File: src/rtl/pidc_pkg.sv
// Package: shared constants and widths for the clamped PID controller.
package pidc_pkg;

   // Fixed-point format and field widths
   localparam int FRAC_BITS   = 8;
   localparam int TICK_WIDTH  = 32;
   localparam int ANGLE_W     = 16;
   localparam int GAIN_W      = 16;
   localparam int DRIVE_W     = 8;
   localparam int MAG_W       = ANGLE_W;
   localparam int MUL_W       = 32;
   localparam int PROD_W      = 2 * MUL_W;
   localparam int DIV_W       = 32;
   localparam int DIV_CNT_W   = $clog2(DIV_W);

   // Drive limit in whole units
   localparam int LIMIT_WHOLE = 100;

   // Integral: FRAC_BITS fractional bits, always within the limit
   localparam int INT_W = FRAC_BITS + 8;
   // Capped increment magnitude, 2*FRAC_BITS fractional bits
   localparam int INC_W = 2 * FRAC_BITS + 8;
   // Integral accumulator before clamping
   localparam int ACC_W = 2 * FRAC_BITS + 10;
   // Drive sum before clamping; the gain products alone reach 33 bits
   localparam int PID_W = (2 * FRAC_BITS + 20 > 36) ? 2 * FRAC_BITS + 20 : 36;
   localparam int WHOLE_W = 7;

   localparam logic [INC_W-1:0] INC_CAP =
      INC_W'(2 * LIMIT_WHOLE + 1) << (2 * FRAC_BITS);
   localparam logic signed [ACC_W-1:0] ACC_LIMIT =
      ACC_W'(LIMIT_WHOLE) << (2 * FRAC_BITS);
   localparam logic signed [PID_W-1:0] PID_LIMIT =
      PID_W'(LIMIT_WHOLE) << (2 * FRAC_BITS);

   // Register map
   localparam int CSR_INDEX_W = 2;
   localparam logic [CSR_INDEX_W-1:0] CSR_GAIN_P = 2'd0;
   localparam logic [CSR_INDEX_W-1:0] CSR_GAIN_I = 2'd1;
   localparam logic [CSR_INDEX_W-1:0] CSR_GAIN_D = 2'd2;

   localparam logic [GAIN_W-1:0] GAIN_P_RESET = 16'd1280;
   localparam logic [GAIN_W-1:0] GAIN_I_RESET = 16'd1792;
   localparam logic [GAIN_W-1:0] GAIN_D_RESET = 16'd179;

endpackage

File: src/rtl/pidc_req_if.sv
// Interface: request channel carrying setpoint, measured angle and tick.
interface pidc_req_if;
   import pidc_pkg::*;

   logic                         valid;
   logic                         ready;
   logic signed [ANGLE_W-1:0]    setpoint;
   logic signed [ANGLE_W-1:0]    measured;
   logic        [TICK_WIDTH-1:0] now_tick;

   modport source (output valid, output setpoint, output measured, output now_tick,
                   input ready);
   modport sink   (input valid, input setpoint, input measured, input now_tick,
                   output ready);
endinterface

File: src/rtl/pidc_rsp_if.sv
// Interface: response channel carrying the drive value and saturation flag.
interface pidc_rsp_if;
   import pidc_pkg::*;

   logic                      valid;
   logic                      ready;
   logic signed [DRIVE_W-1:0] drive;
   logic                      saturated;

   modport source (output valid, output drive, output saturated, input ready);
   modport sink   (input valid, input drive, input saturated, output ready);
endinterface

File: src/rtl/pidc_divider.sv
// Module: restoring unsigned divider, one quotient bit per cycle.
module pidc_divider (
   input  logic                        clock,
   input  logic                        reset,
   input  logic                        start,
   input  logic [pidc_pkg::DIV_W-1:0]  dividend,
   input  logic [pidc_pkg::DIV_W-1:0]  divisor,
   output logic                        done,
   output logic [pidc_pkg::DIV_W-1:0]  quotient
);
   import pidc_pkg::*;

   logic                 busy_ff, busy_in;
   logic                 done_ff, done_in;
   logic [DIV_CNT_W-1:0] count_ff, count_in;
   logic [DIV_W-1:0]     rem_ff, rem_in;
   logic [DIV_W-1:0]     quo_ff, quo_in;
   logic [DIV_W-1:0]     den_ff, den_in;
   logic [DIV_W:0]       shifted;
   logic [DIV_W:0]       trial;

   always_comb begin
      shifted  = {rem_ff, quo_ff[DIV_W-1]};
      trial    = shifted - {1'b0, den_ff};
      busy_in  = busy_ff;
      done_in  = 1'b0;
      count_in = count_ff;
      rem_in   = rem_ff;
      quo_in   = quo_ff;
      den_in   = den_ff;
      if (start) begin
         busy_in  = 1'b1;
         count_in = '0;
         rem_in   = '0;
         quo_in   = dividend;
         den_in   = divisor;
      end else if (busy_ff) begin
         // subtract when the shifted remainder covers the divisor
         if (!trial[DIV_W]) begin
            rem_in = trial[DIV_W-1:0];
            quo_in = {quo_ff[DIV_W-2:0], 1'b1};
         end else begin
            rem_in = shifted[DIV_W-1:0];
            quo_in = {quo_ff[DIV_W-2:0], 1'b0};
         end
         count_in = count_ff + 1'b1;
         if (count_ff == DIV_CNT_W'(DIV_W - 1)) begin
            busy_in = 1'b0;
            done_in = 1'b1;
         end
      end
   end

   always_ff @(posedge clock) begin
      if (reset) begin
         busy_ff  <= 1'b0;
         done_ff  <= 1'b0;
         count_ff <= '0;
      end else begin
         busy_ff  <= busy_in;
         done_ff  <= done_in;
         count_ff <= count_in;
      end
      rem_ff <= rem_in;
      quo_ff <= quo_in;
      den_ff <= den_in;
   end

   assign done     = done_ff;
   assign quotient = quo_ff;

endmodule

File: src/rtl/pid_controller_clamped_unit.sv
// Top level: clamped PID controller, derivative on measurement, shared-unit sequencer.
//
// Usage:
//  - req_chan brings setpoint and measured angle (signed Q8.8) and a millisecond
//    tick; a transfer happens at a rising edge with valid and ready both high.
//  - rsp_chan returns one drive value (-100..100, truncated toward zero) and a
//    saturation flag for every request transfer, in order.
//  - csr_write_en/csr_index/csr_data write gain_p (0), gain_i (1), gain_d (2),
//    unsigned Q8.8; other indexes are dropped. Write only while idle.
//  - One item at a time: a 32x32 multiplier is shared over four products under
//    the sequencer, and a bit-serial divider forms the derivative quotient.
//    The item passes the multiplies, the integral update and the divider
//    (skipped when the elapsed tick count is zero) into the result register;
//    req ready returns at the same edge that loads the result register.
//  - The result register parts the two sides: if the receiver stalls, the
//    finished result holds there and the next request is still taken; a second
//    result then waits in the final step until the register frees.
//  - Reset (synchronous, active high) restores default gains and clears the
//    integral, previous measured angle and previous tick.
module pid_controller_clamped_unit (
   input  logic                                clock,
   input  logic                                reset,
   pidc_req_if.sink                            req_chan,
   pidc_rsp_if.source                          rsp_chan,
   input  logic                                csr_write_en,
   input  logic [pidc_pkg::CSR_INDEX_W-1:0]    csr_index,
   input  logic [pidc_pkg::GAIN_W-1:0]         csr_data
);
   import pidc_pkg::*;

   typedef enum logic [8:0] {
      ST_IDLE      = 9'b000000001,
      ST_MUL_I1    = 9'b000000010,
      ST_MUL_I2    = 9'b000000100,
      ST_INTEG     = 9'b000001000,
      ST_MUL_D     = 9'b000010000,
      ST_DIV_START = 9'b000100000,
      ST_DIV_WAIT  = 9'b001000000,
      ST_MUL_P     = 9'b010000000,
      ST_FINISH    = 9'b100000000
   } state_type;

   state_type state_ff, state_in;

   // Gains
   logic [GAIN_W-1:0] gain_p_ff, gain_p_in;
   logic [GAIN_W-1:0] gain_i_ff, gain_i_in;
   logic [GAIN_W-1:0] gain_d_ff, gain_d_in;

   // Loop state
   logic signed [INT_W-1:0]   integral_ff, integral_in;
   logic signed [ANGLE_W-1:0] prev_meas_ff, prev_meas_in;
   logic [TICK_WIDTH-1:0]     prev_tick_ff, prev_tick_in;

   // Per-item operands
   logic              err_neg_ff, err_neg_in;
   logic [MAG_W-1:0]  err_mag_ff, err_mag_in;
   logic              diff_neg_ff, diff_neg_in;
   logic [MAG_W-1:0]  diff_mag_ff, diff_mag_in;
   logic [TICK_WIDTH-1:0] dt_ff, dt_in;
   logic [PROD_W-1:0] prod_ff, prod_in;
   logic [DIV_W-1:0]  dmag_ff, dmag_in;

   // Result register
   logic                      rsp_valid_ff, rsp_valid_in;
   logic signed [DRIVE_W-1:0] rsp_drive_ff, rsp_drive_in;
   logic                      rsp_sat_ff, rsp_sat_in;

   logic req_xfer;
   logic rsp_free;

   // Shared multiplier
   logic [MUL_W-1:0]  mul_a, mul_b;
   logic [PROD_W-1:0] mul_p;
   logic [MUL_W-1:0]  dt_wide;

   // Divider hookup
   logic             div_start;
   logic             div_done;
   logic [DIV_W-1:0] div_quotient;

   // Arithmetic on the item
   logic signed [ANGLE_W:0]  err_full, diff_full;
   logic [INC_W-1:0]         inc_mag;
   logic signed [ACC_W-1:0]  inc_s, int_scaled, acc, acc_cl;
   logic [ACC_W-1:0]         acc_mag;
   logic [INT_W-1:0]         int_mag;
   logic signed [PID_W-1:0]  pterm, dterm, int_pid, pid, pid_cl;
   logic [PID_W-1:0]         pid_mag;
   logic [WHOLE_W-1:0]       whole;
   logic                     pid_sat;

   assign req_xfer = req_chan.valid && req_chan.ready;
   assign rsp_free = !rsp_valid_ff || rsp_chan.ready;
   assign dt_wide  = MUL_W'(dt_ff);

   pidc_divider u_divider (
      .clock    (clock),
      .reset    (reset),
      .start    (div_start),
      .dividend (prod_ff[DIV_W-1:0]),
      .divisor  (DIV_W'(dt_ff)),
      .done     (div_done),
      .quotient (div_quotient)
   );

   // Operand select for the shared multiplier
   always_comb begin
      mul_a = '0;
      mul_b = '0;
      unique case (state_ff)
         ST_MUL_I1: begin
            mul_a = MUL_W'(gain_i_ff);
            mul_b = MUL_W'(err_mag_ff);
         end
         ST_MUL_I2: begin
            mul_a = prod_ff[MUL_W-1:0];
            mul_b = dt_wide;
         end
         ST_MUL_D: begin
            mul_a = MUL_W'(gain_d_ff);
            mul_b = MUL_W'(diff_mag_ff);
         end
         ST_MUL_P: begin
            mul_a = MUL_W'(gain_p_ff);
            mul_b = MUL_W'(err_mag_ff);
         end
         default: begin
            mul_a = '0;
            mul_b = '0;
         end
      endcase
      mul_p = mul_a * mul_b;
   end

   // Integral update: capped increment, clamp, truncate toward zero
   always_comb begin
      inc_mag    = (prod_ff > PROD_W'(INC_CAP)) ? INC_CAP : prod_ff[INC_W-1:0];
      inc_s      = $signed(ACC_W'(inc_mag));
      int_scaled = ACC_W'(integral_ff) <<< FRAC_BITS;
      acc        = int_scaled + (err_neg_ff ? -inc_s : inc_s);
      if (acc > ACC_LIMIT) begin
         acc_cl = ACC_LIMIT;
      end else if (acc < -ACC_LIMIT) begin
         acc_cl = -ACC_LIMIT;
      end else begin
         acc_cl = acc;
      end
      acc_mag = acc_cl[ACC_W-1] ? ACC_W'(-acc_cl) : ACC_W'(acc_cl);
      int_mag = INT_W'(acc_mag >> FRAC_BITS);
   end

   // Drive sum: p + integral - derivative, clamp, truncate to whole units
   always_comb begin
      pterm   = $signed(PID_W'(prod_ff[MUL_W-1:0]));
      dterm   = $signed(PID_W'(dmag_ff));
      int_pid = PID_W'(integral_ff) <<< FRAC_BITS;
      pid     = (err_neg_ff ? -pterm : pterm) + int_pid - (diff_neg_ff ? -dterm : dterm);
      pid_sat = 1'b0;
      if (pid > PID_LIMIT) begin
         pid_cl  = PID_LIMIT;
         pid_sat = 1'b1;
      end else if (pid < -PID_LIMIT) begin
         pid_cl  = -PID_LIMIT;
         pid_sat = 1'b1;
      end else begin
         pid_cl = pid;
      end
      pid_mag = pid_cl[PID_W-1] ? PID_W'(-pid_cl) : PID_W'(pid_cl);
      whole   = pid_mag[2*FRAC_BITS +: WHOLE_W];
   end

   // Sequencer and datapath registers
   always_comb begin
      err_full  = ANGLE_W'(0) + ((ANGLE_W+1)'(req_chan.setpoint) -
                                 (ANGLE_W+1)'(req_chan.measured));
      diff_full = (ANGLE_W+1)'(req_chan.measured) - (ANGLE_W+1)'(prev_meas_ff);

      state_in     = state_ff;
      gain_p_in    = gain_p_ff;
      gain_i_in    = gain_i_ff;
      gain_d_in    = gain_d_ff;
      integral_in  = integral_ff;
      prev_meas_in = prev_meas_ff;
      prev_tick_in = prev_tick_ff;
      err_neg_in   = err_neg_ff;
      err_mag_in   = err_mag_ff;
      diff_neg_in  = diff_neg_ff;
      diff_mag_in  = diff_mag_ff;
      dt_in        = dt_ff;
      prod_in      = prod_ff;
      dmag_in      = dmag_ff;
      rsp_valid_in = rsp_valid_ff;
      rsp_drive_in = rsp_drive_ff;
      rsp_sat_in   = rsp_sat_ff;
      div_start    = 1'b0;

      // drop the result once the receiver takes it
      if (rsp_valid_ff && rsp_chan.ready) begin
         rsp_valid_in = 1'b0;
      end

      // register writes; unknown indexes are dropped
      if (csr_write_en) begin
         unique case (csr_index)
            CSR_GAIN_P: gain_p_in = csr_data;
            CSR_GAIN_I: gain_i_in = csr_data;
            CSR_GAIN_D: gain_d_in = csr_data;
            default:    ;
         endcase
      end

      unique case (state_ff)
         ST_IDLE: begin
            if (req_xfer) begin
               err_neg_in   = err_full[ANGLE_W];
               err_mag_in   = err_full[ANGLE_W] ? MAG_W'(-err_full) : MAG_W'(err_full);
               diff_neg_in  = diff_full[ANGLE_W];
               diff_mag_in  = diff_full[ANGLE_W] ? MAG_W'(-diff_full) : MAG_W'(diff_full);
               dt_in        = req_chan.now_tick - prev_tick_ff;
               prev_meas_in = req_chan.measured;
               prev_tick_in = req_chan.now_tick;
               state_in     = ST_MUL_I1;
            end
         end
         ST_MUL_I1: begin
            prod_in  = mul_p;
            state_in = ST_MUL_I2;
         end
         ST_MUL_I2: begin
            prod_in  = mul_p;
            state_in = ST_INTEG;
         end
         ST_INTEG: begin
            integral_in = acc_cl[ACC_W-1] ? INT_W'(-int_mag) : INT_W'(int_mag);
            state_in    = ST_MUL_D;
         end
         ST_MUL_D: begin
            prod_in  = mul_p;
            state_in = ST_DIV_START;
         end
         ST_DIV_START: begin
            // no elapsed time: derivative is zero, skip the divider
            if (dt_ff == '0) begin
               dmag_in  = '0;
               state_in = ST_MUL_P;
            end else begin
               div_start = 1'b1;
               state_in  = ST_DIV_WAIT;
            end
         end
         ST_DIV_WAIT: begin
            if (div_done) begin
               dmag_in  = div_quotient;
               state_in = ST_MUL_P;
            end
         end
         ST_MUL_P: begin
            prod_in  = mul_p;
            state_in = ST_FINISH;
         end
         ST_FINISH: begin
            // hold here until the result register frees
            if (rsp_free) begin
               rsp_valid_in = 1'b1;
               rsp_drive_in = pid_cl[PID_W-1] ? DRIVE_W'(-{1'b0, whole})
                                              : DRIVE_W'({1'b0, whole});
               rsp_sat_in   = pid_sat;
               state_in     = ST_IDLE;
            end
         end
         default: begin
            state_in = ST_IDLE;
         end
      endcase
   end

   always_ff @(posedge clock) begin
      if (reset) begin
         state_ff     <= ST_IDLE;
         gain_p_ff    <= GAIN_P_RESET;
         gain_i_ff    <= GAIN_I_RESET;
         gain_d_ff    <= GAIN_D_RESET;
         integral_ff  <= '0;
         prev_meas_ff <= '0;
         prev_tick_ff <= '0;
         rsp_valid_ff <= 1'b0;
      end else begin
         state_ff     <= state_in;
         gain_p_ff    <= gain_p_in;
         gain_i_ff    <= gain_i_in;
         gain_d_ff    <= gain_d_in;
         integral_ff  <= integral_in;
         prev_meas_ff <= prev_meas_in;
         prev_tick_ff <= prev_tick_in;
         rsp_valid_ff <= rsp_valid_in;
      end
      err_neg_ff   <= err_neg_in;
      err_mag_ff   <= err_mag_in;
      diff_neg_ff  <= diff_neg_in;
      diff_mag_ff  <= diff_mag_in;
      dt_ff        <= dt_in;
      prod_ff      <= prod_in;
      dmag_ff      <= dmag_in;
      rsp_drive_ff <= rsp_drive_in;
      rsp_sat_ff   <= rsp_sat_in;
   end

   assign req_chan.ready     = (state_ff == ST_IDLE);
   assign rsp_chan.valid     = rsp_valid_ff;
   assign rsp_chan.drive     = rsp_drive_ff;
   assign rsp_chan.saturated = rsp_sat_ff;

endmodule
File: src/flat_wrapper.sv
// flat-port wrapper written by rule: the top's interface ports become plain ports
module pid_controller_clamped_unit_flat import pidc_pkg::*;
  (clock, reset, csr_write_en, csr_index, csr_data, req_chan_valid, req_chan_setpoint, req_chan_measured, req_chan_now_tick, req_chan_ready, rsp_chan_valid, rsp_chan_drive, rsp_chan_saturated, rsp_chan_ready);
  pidc_req_if req_chan_i ();
  pidc_rsp_if rsp_chan_i ();
  input  logic clock;
  input  logic reset;
  input  logic csr_write_en;
  input  logic [pidc_pkg::CSR_INDEX_W-1:0] csr_index;
  input  logic [pidc_pkg::GAIN_W-1:0] csr_data;
  input wire logic [$bits(req_chan_i.valid)-1:0] req_chan_valid;
  input wire logic [$bits(req_chan_i.setpoint)-1:0] req_chan_setpoint;
  input wire logic [$bits(req_chan_i.measured)-1:0] req_chan_measured;
  input wire logic [$bits(req_chan_i.now_tick)-1:0] req_chan_now_tick;
  output wire logic [$bits(req_chan_i.ready)-1:0] req_chan_ready;
  output wire logic [$bits(rsp_chan_i.valid)-1:0] rsp_chan_valid;
  output wire logic [$bits(rsp_chan_i.drive)-1:0] rsp_chan_drive;
  output wire logic [$bits(rsp_chan_i.saturated)-1:0] rsp_chan_saturated;
  input wire logic [$bits(rsp_chan_i.ready)-1:0] rsp_chan_ready;
  assign req_chan_i.valid = req_chan_valid;
  assign req_chan_i.setpoint = req_chan_setpoint;
  assign req_chan_i.measured = req_chan_measured;
  assign req_chan_i.now_tick = req_chan_now_tick;
  assign req_chan_ready = req_chan_i.ready;
  assign rsp_chan_valid = rsp_chan_i.valid;
  assign rsp_chan_drive = rsp_chan_i.drive;
  assign rsp_chan_saturated = rsp_chan_i.saturated;
  assign rsp_chan_i.ready = rsp_chan_ready;
  pid_controller_clamped_unit u_core (.clock(clock), .reset(reset), .req_chan(req_chan_i), .rsp_chan(rsp_chan_i), .csr_write_en(csr_write_en), .csr_index(csr_index), .csr_data(csr_data));
endmodule
File: config.mk
export PLATFORM = sky130hd
export DESIGN_NAME = pid_controller_clamped_unit_flat
export DESIGN_NICKNAME = d
export VERILOG_FILES = /design/src/rtl/pidc_pkg.sv /design/src/rtl/pidc_req_if.sv /design/src/rtl/pidc_rsp_if.sv /design/src/rtl/pidc_divider.sv /design/src/rtl/pid_controller_clamped_unit.sv /design/src/flat_wrapper.sv
export SDC_FILE = /design/constraint.sdc
export NUM_CORES = 2
export LEC_CHECK = 0
export BUFFER_PORTS_ARGS = -buffer_cell sky130_fd_sc_hd__buf_2
export CELL_PAD_IN_SITES_DETAIL_PLACEMENT = 0
export CELL_PAD_IN_SITES_GLOBAL_PLACEMENT = 1
export CORE_UTILIZATION = 29
export DETAILED_ROUTE_END_ITERATION = 16
export PLACE_DENSITY = 0.49
export SLEW_MARGIN = 15
export SYNTH_ARGS = -nofsm -noshare
export SYNTH_HDL_FRONTEND = slang
export SYNTH_SLANG_ARGS = --single-unit
export TNS_END_PERCENT = 1
File: constraint.sdc
create_clock -name clock -period 22.2 [get_ports clock]
set_input_delay 6.66 -clock clock [delete_from_list [all_inputs] [get_ports clock]]
set_output_delay 6.66 -clock clock [all_outputs]
set_load 0.005 [all_outputs]
; ---- Yosys cells after proc, flatten, opt, wreduce, memory -nomap -nowiden
; Index checks and enable logic that the tools add are counted.
[word_totals]
regBits = 396
in_bits = 87
out_inout_bits = 11
[op_classes]
add_sub_neg = 17
n_mul = 1
n_lt_le_gt_ge = 5
n_eq_ne = 16
n_mux = 38
bitwise = 1
reduce_logical = 19
[ops]
columns = operator, n
row1 = 2-to-1 mux 32 bit, 5
row2 = 2-to-1 mux 36 bit, 4
row3 = case mux 32 bit (4 select lines), 1
row4 = case mux 32 bit (3 select lines), 1
row5 = case mux 9 bit (9 select lines), 1
row6 = 2-to-1 mux 26 bit, 3
row7 = negation 32 -> 36 bit, 2
row8 = > comparator 64 x 24 -> 1 bit (second input constant), 1
row9 = multiplier 32 x 32 -> 64 bit, 1
row10 = case mux 32 bit (2 select lines), 1
row11 = 2-to-1 mux 16 bit, 3
row12 = 2-to-1 mux 24 bit, 2
row13 = negation 16 bit, 3
row14 = adder 36 x 24 -> 36 bit, 1
row15 = > comparator 36 x 24 -> 1 bit (second input constant), 1
row16 = < comparator 36 x 24 -> 1 bit (second input constant), 1
row17 = subtractor 36 bit, 1
row18 = subtractor 16 x 16 -> 17 bit, 2
row19 = subtractor 33 x 32 -> 33 bit, 1
row20 = logical NOT 32 bit, 1
row21 = subtractor 32 bit, 1
row22 = 2-to-1 mux 9 bit, 3
row23 = adder 24 x 26 -> 26 bit, 1
row24 = > comparator 26 x 24 -> 1 bit (second input constant), 1
row25 = other kinds (35), 55

; ---- Longest topological paths before layout
[depth]
word_depth = 12
mapped_depth = 41
ltp_nobuf = 37

; ---- Modules after synthesis
; Synthesis repeated with hierarchy kept, for this count alone.
[hier_totals]
cells_unflattened = 6703
area_unflattened_um2 = 58894.0
[by_module_without_submodules]
columns = mod, n_inst, cells_each, area_each_um2, seq_area_each_um2
row1 = pid_controller_clamped_unit, 1, 6113, 52968.3, 7577.3
row2 = pidc_divider, 1, 590, 5925.7, 2702.6

; ---- Worst setup path before layout
; OpenSTA, ideal clock, no wires.
[synth_timing]
path_kind = input to register
start = in req_chan_valid
end = reg u_core.diff_mag_ff[0], enable pin
setup_time_ps = 655
arrival_time_ps = 13099
required_time_ps = 21545
path_slack_ps = 8446
cell_stages = 2
cell_sequence = inv_1 -> nor4_1
[synth_via]
elab_chain_cells = 2
[synth_lines]
columns = element, line
row1 = "start, declared", flat_wrapper.sv:11  ; input wire logic [$bits(req_chan_i.valid)-1:0] req_chan_valid;
row2 = logical AND 1 bit, pid_controller_clamped_unit.sv:93  ; assign req_xfer = req_chan.valid && req_chan.ready;
row3 = AND reduction 2 bit (no line), n/a
row4 = "end signal, assigned", pid_controller_clamped_unit.sv:301  ; diff_mag_ff <= diff_mag_in;
row5 = "end, declared", pid_controller_clamped_unit.sv:59  ; logic [MAG_W-1:0] diff_mag_ff, diff_mag_in;
; No other way between the ends.
; A chain may end at the register's enable or synchronous reset.

; ---- Worst setup path after layout
[layout_timing]
start = reg u_core.state_ff[5]
end = reg u_core.prod_ff[57] (data pin)
[layout_via]
elab_chain_cells = 4
elab_cells_between_ends = 8
cone_classes = 1 x mul / 4 x eq/ne / 2 x mux / 1 x reduce/logical
[layout_lines]
columns = element, line
row1 = "start, declared", pid_controller_clamped_unit.sv:43  ; state_type state_ff, state_in;
row2 = "start signal, assigned", pid_controller_clamped_unit.sv:289  ; state_ff <= state_in;
row3 = == test 9 x 2 -> 1 bit / == test 9 x 8 -> 1 bit (equally long branches), pid_controller_clamped_unit.sv:111  ; unique case (state_ff)
row4 = OR reduction 2 bit (no line), n/a
row5 = case mux 32 bit (3 select lines), pid_controller_clamped_unit.sv:111
row6 = multiplier 32 x 32 -> 64 bit *, pid_controller_clamped_unit.sv:133  ; mul_p = mul_a * mul_b;
row7 = net u_core.mul_p[57], pid_controller_clamped_unit.sv:74  ; logic [PROD_W-1:0] mul_p;
row8 = "end signal, assigned", pid_controller_clamped_unit.sv:303  ; prod_ff <= prod_in;
row9 = "end, declared", pid_controller_clamped_unit.sv:61  ; logic [PROD_W-1:0] prod_ff, prod_in;
; Mark *: on every way through the listed nets, which the timed path passes. The rest lies on a longest branch.

==> results.toml <==
[timing]
fmax_ghz = 0.0768
clock_skew_ns = 0.0884
worst_pin_slew_ns = 1.13
report.final.slew_viol_count = 0
finalHoldViolations = 0
rsz0062_at_grt = "false"
setup-violations-final = 0
hold_ws_ns = 0.448
finalSetupTns_ns = 0
relSlewSlack = 0.248
finalCritPeriodShare = 0.586
fin_crit_ns = 13.01

[yosys]
synthTopCellsByCount = "1216 x inv_1, 1178 x nand2_1, 929 x fa_1"
ys_ff_latch = 396
ys_top_cells_by_area = "fa_1 31%, edfxtp_1 12%, ha_1 9.0%"
syn_area_mm2 = 0.0592
synth_cells = 6752
ys.flop_type = "edfxtp_1"
synthMuxAreaShare = 0.0136
synthDistinctLibCells = 106
synth_top_area_share = 0.314
yosysTopAreaCell = "fa_1"
synth_simple_gate_area_frac = 0.164
synth_top_family_by_area = "adder cells"
synth_fp_nets = 8195
synth-xor-area-share = 0.0415
yosysMostFrequentCell = "inv_1"
synth_edf_count = 235
synth.yosys.seq_area_share = 0.174
synth_area_per_cell_um2 = 8.77
synth-async-reset-ratio = 0
ys_warn_count = 0
synth-compound-area-share = 0.105
synth-adder-area-share = 0.404

[power]
power_leakage_nw = 29.7
p_int_mw = 1.60
p_sw_mw = 0.904
p_sw_frac = 0.361
pwr-share-clk = 0.343
power_frac_comb = 0.307
power_frac_seq = 0.350
ir_worst_vdd_mv = 0.0609
power_density_mw_per_mm2 = 38.7

[finish]
drive_gt1_frac = 0.0613
fin_nets = 8155
fin_area_mm2 = 0.0646
area_growth_syn_to_layout_pct = 9.02

[cts]
clock_path_buffers = 3
clk_pin_slew_ns = 0.06
holdBufCountCts = 0
clkLatencyLatePin_ns = 0.71
post_cts_buffers = 0
cts-resized-gates = 0
h-tree-depth = 2
clkSinkCount = 396
cts-root-buf = "clkbuf_16"
cts_tree = "yes"
cts_buffers = 52

[floorplanning]
core_mm2 = 0.203
io-pin-count = 98
fp.dieH_um = 454
die_w_um = 454
fp-row-count = 165
die_area_mm2 = 0.206
floorplan.initialDensity = 0.293

[grt]
antenna_found_initial = 34
grt_max_degree = 113
grtUsageTotal = 0.213
grt_pass1_vias = 48700
overflow = 0
grt_pass1_wl_mm = 326

[worst_setup_path]
startpoint_type = "flip-flop"
crit_top_cell = "fa_1"
reg2regPathDepth = 38
endpoint_kind = "flip-flop"
cpMaxStageDelayCell = "nand2_1"
cp_max_fo = 112
worst_ep_arrival_time_ns = 13.39
max_stage_delay_ns = 0.78
worstPathRequired_ns = 22.58
worstSetupPathType = "flip-flop to flip-flop"

[min_path]
hp-class = "flip-flop to flip-flop"
holdPathStages = 2

[routing]
drtIter0Drc = 2936
via_per_inst = 4.88
vias = 46100
dr.pass1.iters = 7
wirelength_mm = 216
antenna_left = 0
wire_per_inst_um = 22.9
drc = 0

[place]
io_buffers = 97
place_congestion = 0.842
placed_area_mm2 = 0.0629
dp_hpwl_mm = 169

[outcome]
status = "finished, final reports clean"

[flow_run]
maxCapViolCount = 0
## cell families (layout without fill, tap and decap cells)
kind of cell,after synthesis,after routing
adder cells (fa/ha/maj),1357,1357
XOR/XNOR,278,278
AO/OA/AOI/OAI,955,955
flip-flops,396,396
AND/OR/NAND/NOR,2155,2155
multiplexers,76,76
buffers and inverters,1535,1539
other,0,12
## path summary, 6_finish.rpt
path	start	to	slack [ns]
max	u_core.state_ff[5]$_SDFFE_PP0P_	u_core.prod_ff[57]$_DFFE_PN_	9.19
min	u_core.prev_tick_ff[27]$_SDFFE_PP0P_	u_core.prev_tick_ff[27]$_SDFFE_PP0P_	0.45
max reg2reg	u_core.state_ff[5]$_SDFFE_PP0P_	u_core.prod_ff[57]$_DFFE_PN_	9.19
min reg2reg	u_core.prev_tick_ff[27]$_SDFFE_PP0P_	u_core.prev_tick_ff[27]$_SDFFE_PP0P_	0.45
## routing by layer
layer / part of all wire / track usage / vias up / wire (um)
met3: 0.041 / 0.0199 / 217 / 8880
met1: 0.46 / 0.292 / 23500 / 98900
li1: - / - / 21500 / -
met2: 0.48 / 0.359 / 921 / 103000
met5: 0.000060 / 0 / - / 13
met4: 0.025 / 0.0547 / 2 / 5490
## stage by stage
stage | worst slack, ns | total power [mW] | std cells | utilization
floorplan | 8.45 | 1.42 | 6752 | -
global placement | 9.46 | 1.66 | 9329 | 0.310
detailed placement | 9.33 | 1.66 | 9330 | 0.310
CTS | 9.20 | 2.54 | 9428 | 0.319
global route | 8.55 | 2.65 | 9436 | 0.319
finish | 9.19 | 2.50 | 9440 | 0.319
## area by class of cell
| type | count | area [um^2] |
|---|---|---|
| fillers | 21400 | 138000 |
| multi-input cells | 4821 | 43200 |
| flip-flops and latches | 396 | 10300 |
| inverters | 1217 | 4570 |
| well taps | 2672 | 3340 |
| clock buffers | 77 | 1500 |
| repair buffers | 224 | 1450 |
| clock inverters | 21 | 174 |
| diodes | 12 | 30.0 |
## placed cells by master, fill, tap and decap left out, types with 60 or more instances in the layout
master / instances
fa_1: 929
dfxtp_1: 160
inv_1: 1216
buf_4: 127
and2_1: 93
buf_2: 96
a211oi_1: 60
ha_1: 427
a21o_1: 65
nor2_1: 329
nand2_1: 1175
a21oi_1: 323
edfxtp_1: 235
o21ai_0: 140
nor3_1: 68
xnor2_1: 194
xor2_1: 82
and3_1: 129
## worst max-delay path: cells and delay by family (launching register included)
family	cells	cell delay (ns)
buf+inv	9	2.37
fa+ha+maj	9	4.35
simple gates	9	2.52
compound gates	10	2.89
xor+xnor	1	0.13
flops	1	0.36
## flip-flops by register name (all words and copies together), names as in the netlist, 8 cells and up
signal                     flops
u_core.prod_ff                64
u_core.dmag_ff                32
u_core.dt_ff                  32
u_core.prev_tick_ff           32
u_core.u_divider.den_ff       32
u_core.u_divider.quotient     32
u_core.u_divider.rem_ff       32
u_core.diff_mag_ff            16
u_core.err_mag_ff             16
u_core.gain_d_ff              16
u_core.gain_i_ff              16
u_core.gain_p_ff              16
u_core.integral_ff            16
u_core.prev_meas_ff           16
u_core.state_ff                9
u_core.rsp_chan.drive          8
## power by group through the flow
stage	registers, mW	logic, mW	clock network (mW)
finish	0.876	0.767	0.858
global route	0.880	0.853	0.913
CTS	0.876	0.775	0.890
detailed placement	0.892	0.771	0
global placement	0.892	0.772	0
floorplan	0.873	0.549	0
No activity file was read; power rests on OpenSTA's default activity.
